**config.mk**
```make
export PLATFORM = sky130hd
export DESIGN_NAME = fax_phase_c_dle_unstuffer_top
export DESIGN_NICKNAME = d
export VERILOG_FILES = /design/src/design/fpcdu_pkg.sv /design/src/design/fpcdu_rx.sv /design/src/design/fax_phase_c_dle_unstuffer_top.sv
export SDC_FILE = /design/constraint.sdc
export NUM_CORES = 1
export LEC_CHECK = 0
export BUFFER_PORTS_ARGS = -buffer_cell sky130_fd_sc_hd__buf_2
export CORE_AREA = 2 2 123 125
export CTS_CLUSTER_DIAMETER = 50
export DETAILED_ROUTE_END_ITERATION = 10
export DIE_AREA = 0 0 125 127
export HOLD_SLACK_MARGIN = 0.05
export PLACE_DENSITY = 0.79
export SLEW_MARGIN = 20
export SYNTH_ARGS = -nofsm -noshare
export SYNTH_HDL_FRONTEND = slang
export SYNTH_HIERARCHICAL = 1
export SYNTH_SLANG_ARGS = --single-unit
export TNS_END_PERCENT = 30
```
**constraint.sdc**
```tcl
create_clock -name clk -period 17.11 [get_ports clk]
set_clock_uncertainty 0.1 [all_clocks]
set_input_delay 2.5665 -clock clk [delete_from_list [all_inputs] [get_ports clk]]
set_output_delay 2.5665 -clock clk [all_outputs]
set_load 0.05 [all_outputs]
```
**src/design/fpcdu_pkg.sv**
```systemverilog
// ----------------------------------------------------------------------------
// fpcdu_pkg
// Shared types, codes and constants of the fax phase C DLE unstuffer.
// ----------------------------------------------------------------------------
package fpcdu_pkg;

    localparam int IN_TDATA_W  = 16;
    localparam int OUT_TDATA_W = 48;
    localparam int CFG_DATA_W  = 16;

    typedef enum logic [1:0] {
        CMD_START = 2'd0,
        CMD_BYTE  = 2'd1,
        CMD_TICK  = 2'd2,
        CMD_NONE  = 2'd3
    } cmd_t;

    typedef enum logic [1:0] {
        STATUS_ETX     = 2'd0,
        STATUS_TIMEOUT = 2'd1,
        STATUS_CARRIER = 2'd2
    } status_t;

    typedef enum logic [1:0] {
        REG_BIT_REVERSE = 2'd0,
        REG_EOL_PAD     = 2'd1,
        REG_CARRIER_CHK = 2'd2,
        REG_ESC_TIMEOUT = 2'd3
    } reg_index_t;

    localparam logic [7:0]  CH_DLE          = 8'h10;
    localparam logic [7:0]  CH_ETX          = 8'h03;
    localparam logic [15:0] TIMEOUT_RESET   = 16'd200;
    localparam logic [15:0] TIMER_MAX       = 16'hFFFF;
    localparam logic [31:0] COUNT_MAX       = 32'hFFFF_FFFF;
    localparam logic [3:0]  MARKER_IDX      = 4'd9;

    // one pending request's worth of results
    typedef struct packed {
        logic        page_end;
        logic        pad;
        status_t     status;
        logic [7:0]  data;
        logic [31:0] count;
    } job_t;

    function automatic logic [7:0] bit_reverse(input logic [7:0] b);
        logic [7:0] r;
        for (int i = 0; i < 8; i++) begin
            r[7 - i] = b[i];
        end
        return r;
    endfunction

    // padding sequence 00 08 80, three times
    function automatic logic [7:0] pad_byte(input logic [3:0] idx);
        logic [7:0] r;
        unique case (idx)
            4'd0, 4'd3, 4'd6: r = 8'h00;
            4'd1, 4'd4, 4'd7: r = 8'h08;
            4'd2, 4'd5, 4'd8: r = 8'h80;
            default:          r = 8'h00;
        endcase
        return r;
    endfunction

endpackage

```
**src/design/fpcdu_rx.sv**
```systemverilog
// ----------------------------------------------------------------------------
// fpcdu_rx
// Receive state, escape timer, byte counter and configuration registers.
// Turns each accepted request into at most one result job.
// ----------------------------------------------------------------------------
module fpcdu_rx (
    input  logic                               clk,
    input  logic                               rst_n,
    input  logic                               cfg_we,
    input  logic [1:0]                         cfg_index,
    input  logic [fpcdu_pkg::CFG_DATA_W-1:0]   cfg_data,
    input  logic                               accept,
    input  fpcdu_pkg::cmd_t                    cmd,
    input  logic [7:0]                         rx_byte,
    input  logic                               carrier_present,
    output logic                               job_valid,
    output fpcdu_pkg::job_t                    job
);

    typedef enum logic [1:0] {
        MODE_IDLE = 2'd0,
        MODE_DATA = 2'd1,
        MODE_ESC  = 2'd2
    } mode_t;

    mode_t       mode_reg, mode_next;
    logic [15:0] timer_reg, timer_next, timer_inc;
    logic [31:0] total_reg, total_next, total_inc;
    logic        bit_rev_reg, pad_en_reg, carrier_chk_reg;
    logic [15:0] timeout_reg;
    logic [7:0]  mapped;

    assign timer_inc = (timer_reg == fpcdu_pkg::TIMER_MAX) ? timer_reg : timer_reg + 16'd1;
    assign total_inc = (total_reg == fpcdu_pkg::COUNT_MAX) ? total_reg : total_reg + 32'd1;
    assign mapped    = bit_rev_reg ? fpcdu_pkg::bit_reverse(rx_byte) : rx_byte;

    always_comb
    begin
        mode_next    = mode_reg;
        timer_next   = timer_reg;
        total_next   = total_reg;
        job_valid    = 1'b0;
        job.page_end = 1'b0;
        job.pad      = pad_en_reg;
        job.status   = fpcdu_pkg::STATUS_ETX;
        job.data     = mapped;
        job.count    = total_reg;
        if (accept)
        begin
            if (cmd == fpcdu_pkg::CMD_START)
            begin
                mode_next  = MODE_DATA;
                timer_next = '0;
                total_next = '0;
            end
            else if ((cmd == fpcdu_pkg::CMD_BYTE || cmd == fpcdu_pkg::CMD_TICK)
                     && mode_reg != MODE_IDLE)
            begin
                if (carrier_chk_reg && !carrier_present)
                begin
                    mode_next    = MODE_IDLE;
                    timer_next   = '0;
                    job_valid    = 1'b1;
                    job.page_end = 1'b1;
                    job.status   = fpcdu_pkg::STATUS_CARRIER;
                end
                else if (cmd == fpcdu_pkg::CMD_BYTE)
                begin
                    if (mode_reg == MODE_ESC)
                    begin
                        mode_next  = MODE_DATA;
                        timer_next = '0;
                        if (rx_byte == fpcdu_pkg::CH_DLE)
                        begin
                            total_next = total_inc;
                            job_valid  = 1'b1;
                            job.count  = total_inc;
                        end
                        else if (rx_byte == fpcdu_pkg::CH_ETX)
                        begin
                            mode_next    = MODE_IDLE;
                            job_valid    = 1'b1;
                            job.page_end = 1'b1;
                            job.status   = fpcdu_pkg::STATUS_ETX;
                        end
                    end
                    else if (rx_byte == fpcdu_pkg::CH_DLE)
                    begin
                        mode_next  = MODE_ESC;
                        timer_next = '0;
                    end
                    else
                    begin
                        total_next = total_inc;
                        job_valid  = 1'b1;
                        job.count  = total_inc;
                    end
                end
                else if (mode_reg == MODE_ESC)
                begin
                    if (timer_inc >= timeout_reg)
                    begin
                        mode_next    = MODE_IDLE;
                        timer_next   = '0;
                        job_valid    = 1'b1;
                        job.page_end = 1'b1;
                        job.status   = fpcdu_pkg::STATUS_TIMEOUT;
                    end
                    else
                    begin
                        timer_next = timer_inc;
                    end
                end
            end
        end
    end

    always_ff @(posedge clk or negedge rst_n)
    begin
        if (!rst_n)
        begin
            mode_reg        <= MODE_IDLE;
            timer_reg       <= '0;
            total_reg       <= '0;
            bit_rev_reg     <= 1'b1;
            pad_en_reg      <= 1'b0;
            carrier_chk_reg <= 1'b0;
            timeout_reg     <= fpcdu_pkg::TIMEOUT_RESET;
        end
        else
        begin
            mode_reg  <= mode_next;
            timer_reg <= timer_next;
            total_reg <= total_next;
            if (cfg_we)
            begin
                unique case (fpcdu_pkg::reg_index_t'(cfg_index))
                    fpcdu_pkg::REG_BIT_REVERSE: bit_rev_reg     <= cfg_data[0];
                    fpcdu_pkg::REG_EOL_PAD:     pad_en_reg      <= cfg_data[0];
                    fpcdu_pkg::REG_CARRIER_CHK: carrier_chk_reg <= cfg_data[0];
                    fpcdu_pkg::REG_ESC_TIMEOUT: timeout_reg     <= cfg_data;
                    default: ;
                endcase
            end
        end
    end

endmodule

```
**src/design/fax_phase_c_dle_unstuffer_top.sv**
```systemverilog
// ----------------------------------------------------------------------------
// fax_phase_c_dle_unstuffer_top
// Fax phase C receive path: DLE unstuffing, bit reversal, page end handling.
// ----------------------------------------------------------------------------
// One request is taken every cycle while s_axis_tready is high. A data byte's
// result goes through the job and result registers; a page end gives the marker
// alone, or nine padding bytes and the marker, one after another from the result
// register. One request more is held in the job register while a result waits,
// so s_axis_tready drops only when the job register is full and the result
// register does not empty on that cycle (a stalled result or a page end still
// sending). Requests that give no result never occupy the job register.
module fax_phase_c_dle_unstuffer_top (
    input  logic                                 clk,
    input  logic                                 rst_n,
    input  logic                                 cfg_we,
    input  logic [1:0]                           cfg_index,
    input  logic [fpcdu_pkg::CFG_DATA_W-1:0]     cfg_data,
    input  logic                                 s_axis_tvalid,
    output logic                                 s_axis_tready,
    input  logic [fpcdu_pkg::IN_TDATA_W-1:0]     s_axis_tdata,  // rx_byte, carrier_present
    input  logic [1:0]                           s_axis_tuser,  // cmd
    output logic                                 m_axis_tvalid,
    input  logic                                 m_axis_tready,
    output logic [fpcdu_pkg::OUT_TDATA_W-1:0]    m_axis_tdata,  // data_out, page_status,
                                                                // page_byte_count
    output logic [1:0]                           m_axis_tuser,  // data_valid, page_done
    output logic                                 m_axis_tlast
);

    logic            accept;
    logic            job_valid;
    fpcdu_pkg::job_t job;

    logic            a_valid_reg;
    fpcdu_pkg::job_t a_job_reg;
    logic            b_valid_reg;
    fpcdu_pkg::job_t b_job_reg;
    logic [3:0]      b_idx_reg;

    logic            b_free, a_move, b_take, b_last;
    logic            is_marker;
    logic [7:0]      out_data;
    logic [1:0]      out_status;

    assign accept        = s_axis_tvalid && s_axis_tready;
    assign is_marker     = b_job_reg.page_end && (b_idx_reg == fpcdu_pkg::MARKER_IDX);
    assign b_last        = !b_job_reg.page_end || is_marker;
    assign b_take        = b_valid_reg && m_axis_tready;
    assign b_free        = !b_valid_reg || (b_take && b_last);
    assign a_move        = a_valid_reg && b_free;
    assign s_axis_tready = !a_valid_reg || b_free;

    fpcdu_rx u_rx (
        .clk             (clk),
        .rst_n           (rst_n),
        .cfg_we          (cfg_we),
        .cfg_index       (cfg_index),
        .cfg_data        (cfg_data),
        .accept          (accept),
        .cmd             (fpcdu_pkg::cmd_t'(s_axis_tuser)),
        .rx_byte         (s_axis_tdata[7:0]),
        .carrier_present (s_axis_tdata[8]),
        .job_valid       (job_valid),
        .job             (job)
    );

    always_ff @(posedge clk or negedge rst_n)
    begin
        if (!rst_n)
        begin
            a_valid_reg <= 1'b0;
            b_valid_reg <= 1'b0;
        end
        else
        begin
            if (accept && job_valid)
                a_valid_reg <= 1'b1;
            else if (a_move)
                a_valid_reg <= 1'b0;

            if (a_move)
                b_valid_reg <= 1'b1;
            else if (b_take && b_last)
                b_valid_reg <= 1'b0;
        end
    end

    always_ff @(posedge clk)
    begin
        if (accept && job_valid)
            a_job_reg <= job;
        if (a_move)
        begin
            b_job_reg <= a_job_reg;
            b_idx_reg <= (a_job_reg.page_end && a_job_reg.pad) ? 4'd0 : fpcdu_pkg::MARKER_IDX;
        end
        else if (b_take && !b_last)
        begin
            b_idx_reg <= b_idx_reg + 4'd1;
        end
    end

    always_comb
    begin
        if (!b_job_reg.page_end)
            out_data = b_job_reg.data;
        else if (is_marker)
            out_data = 8'h00;
        else
            out_data = fpcdu_pkg::pad_byte(b_idx_reg);
    end

    assign out_status    = is_marker ? b_job_reg.status : fpcdu_pkg::STATUS_ETX;
    assign m_axis_tvalid = b_valid_reg;
    assign m_axis_tdata  = {6'd0, b_job_reg.count, out_status, out_data};
    assign m_axis_tuser  = {is_marker, !is_marker};
    assign m_axis_tlast  = b_last;

endmodule

```
==> impl_metrics.csv <==
group,metric,value,unit
run_status,outcome,"completed",
sta,fin_setup_tns,0,ps
clocking,insertion_delay,430,ps
finish,fin_area,0.00945,mm2
min_path,hp-class,"flop to flop",
power_and_ir_drop,power_leakage,3.92,nW
route,drtIter0Drc,456,
finish,largest_reg_flops,44,
route,viasPerCell,5.94,
yosys,syn_area,0.00863,mm2
worst_setup_path,crit_path_max_fanout,4,
finish,final_cell_mix,"91 x edfxtp_1, 80 x buf_2, 67 x dfrtp_1",
clocking,cts_root_buffer,"clkbuf_16",
grt,grt_pass1_wl,28000,um
placement,gp_congestion,0.895,
sta,setup_viol,0,
worst_setup_path,required,14440,ps
finish,nets,887,
power_and_ir_drop,p_per_area,99.9,mW/mm2
die,die_w,125,um
route,vias,6045,
worst_setup_path,slowest_delay,230,ps
yosys,synth_edf_count,91,
clocking,cts_tree,"done",
route,first_pass_iters,6,
sta,worst_pin_slew,940,ps
grt,grt_max_degree,72,
worst_setup_path,critPathBufInv,2,
worst_setup_path,critical_path.endpoint_type,"output pin",
route,antenna_left,0,
yosys,synth-seq-area-share,52.7,%
sta,period_share,34.8,%
finish,insertedDiodeCount,0,
clocking,cts.repair.resized,0,
finish,area_growth,9.42,%
sta,setup_ws,11160,ps
grt,antenna_found_initial,0,
die,start_util,59.9,%
placement,pre_cts_slack,11160,ps
sta,rsz0062_at_grt,"false",
worst_setup_path,criticalPathCategory,"primary input to output pin",
worst_setup_path,crit_chain,"buf_2, o22ai_4, nand2_1, buf_2",
clocking,htree_levels,4,
placement,dp_hpwl,11500,um
die,die-area,0.0159,mm2
sta,hold_viol,0,
finish,layout_commonest_cell,"edfxtp_1",
worst_setup_path,cpMostUsedCell,"buf_2",
die,rows,44,
yosys,synth_cell_types,71,
clocking,cts_hold_buffers,0,
placement,dpl_cell_area,0.00887,mm2
placement,portBuffers,80,
sta,drv_slew,0,
worst_setup_path,setup.worst_path.start_class,"primary input",
clocking,numCtsBuffers,17,
sta,period_minus_slack,5950,ps
yosys,synth_warnings,6,
yosys,synthArstFlopShare,43.3,%
worst_setup_path,worstPathArrival,3280,ps
die,fp.dieH,127,um
route,wirelength,16900,um
grt,grt-ovfl-total,0,
die,core_area,0.0144,mm2
flow_run,drv_cap,0,
yosys,synthCells,783,
finish,layout-drive-gt1-share,20.4,%
clocking,post_cts_buffers,0,
grt,grt_pass1_vias,5887,
yosys,yosys_most_used_dff,"edfxtp_1",
die,io_pins,94,
worst_setup_path,cp_slowest_cell,"o22ai_4",
route,drc,0,
yosys,yosys_register_bits,164,
worst_setup_path,crit_family,"buffers and inverters",
sta,slew_headroom,37.4,%
clocking,cts.sinks,164,
sta,max_freq,168,MHz
clocking,clock_path_buffers,2,
clocking,cts.clk_slew.worst_paths,60,ps
yosys,synth_area_per_cell,11.0,um2
route,wl_per_cell,16.6,um
power_and_ir_drop,max-vdd-ir-drop,0.0621,mV
grt,track_usage,22.0,%
[worst reg2reg max path, stage by stage, from the launching register on]
cell      delay, ps
dfrtp_1         450
nand4_1         270
nor3_1          430
and4_1          300
and3_1          220
mux2_2          350
ha_1            310
and4_1          290
o211ai_1        110
or4_1           440
nand2_1          90
a311oi_1        100
a31oi_1         240
nand2_1         120
a21oi_4         330
buf_4           490
[layer usage]
metal  GRT usage (%)  share of wire [%]  up-vias
li1                -                  -     2847
met5               0                  0        -
met2            38.0                 51      241
met4            9.41                2.2        0
met3            4.73                6.6       34
met1            26.9                 40     2923
[Yosys cell counts, types with 4 or more instances]
master / number / area, um2
dfstp_2: 4 / 105
nand4_1: 26 / 163
buf_4: 40 / 300
nor2_1: 55 / 206
nor3_1: 16 / 80.1
a31oi_1: 4 / 25.0
buf_2: 14 / 70.1
mux2_2: 32 / 360
xor2_1: 31 / 272
xnor2_1: 33 / 289
and2_1: 7 / 43.8
nand3b_1: 8 / 60.1
nand2_1: 64 / 240
a21oi_1: 19 / 95.1
nor2b_1: 10 / 62.6
nor4_1: 6 / 37.5
and4_1: 6 / 52.6
o21ai_0: 28 / 140
and3_1: 12 / 75.1
ha_1: 25 / 313
inv_1: 36 / 135
nand3_1: 38 / 190
clkbuf_1: 13 / 48.8
nand2b_1: 12 / 75.1
a21o_1: 4 / 30.0
a22o_1: 7 / 61.3
dfrtp_1: 67 / 1680
or3_1: 7 / 43.8
edfxtp_1: 91 / 2730
[power breakdown]
group / leakage, nW / switching [mW] / internal [mW]
Sequential: 1.83 / 0.0169 / 0.439
Combinational: 1.82 / 0.0711 / 0.0479
Clock: 0.272 / 0.151 / 0.218
Total: 3.92 / 0.239 / 0.705
[cell families after synthesis]
| family | after synthesis | share of synthesized area [%] |
|---|---|---|
| DFF | 164 | 52.7 |
| other | 1 | 0.0434 |
| AOI/OAI and AO/OA | 96 | 7.40 |
| and+or+nand+nor | 292 | 18.2 |
| buffers and inverters | 107 | 6.94 |
| adders and majority gates | 25 | 3.62 |
| xor gates and xnor gates | 64 | 6.49 |
| muxes | 34 | 4.59 |
[through the flow]
step | instances | total power, mW | util (%) | hold slack (ps)
final | 1018 | 0.944 | 65.5 | 317
after global routing | 1018 | 0.984 | 65.5 | 323
after CTS | 1018 | 0.952 | 65.5 | 319
after detailed placement | 986 | 0.581 | 61.5 | 305
after global placement | 986 | 0.574 | 61.5 | 303
after floorplan | 788 | 0.552 | - | 300
[worst paths after layout]
kind / depth (start not counted) / to / startpoint / slack (ps)
worst max-delay path: 4 / s_axis_tready / m_axis_tready / 11160
worst max register to register: 15 / a_job_reg[0]$_DFFE_PP_ / u_rx/timer_reg[4]$_DFFE_PN0P_ / 12060
max in group asynchronous: 2 / u_rx/timer_reg[7]$_DFFE_PN0P_ / rst_n / 14050
worst min register to register: 0 / m_axis_tdata[17]$_DFFE_PP_ / a_job_reg[7]$_DFFE_PP_ / 320
min in group asynchronous: 2 / u_rx/timeout_reg[13]$_DFFE_PN0P_ / rst_n / 2260
worst min-delay path: 0 / m_axis_tdata[17]$_DFFE_PP_ / a_job_reg[7]$_DFFE_PP_ / 320
[area by class of cell]
cell class,count,area [um2]
clock buffers,20,447
multi-input cells,517,3510
repair buffers,84,430
clock inverters,12,130
well taps,184,230
inverters,37,144
flip-flops and latches,164,4550
fillers,1104,4980
No activity file was read; power rests on OpenSTA's default activity.
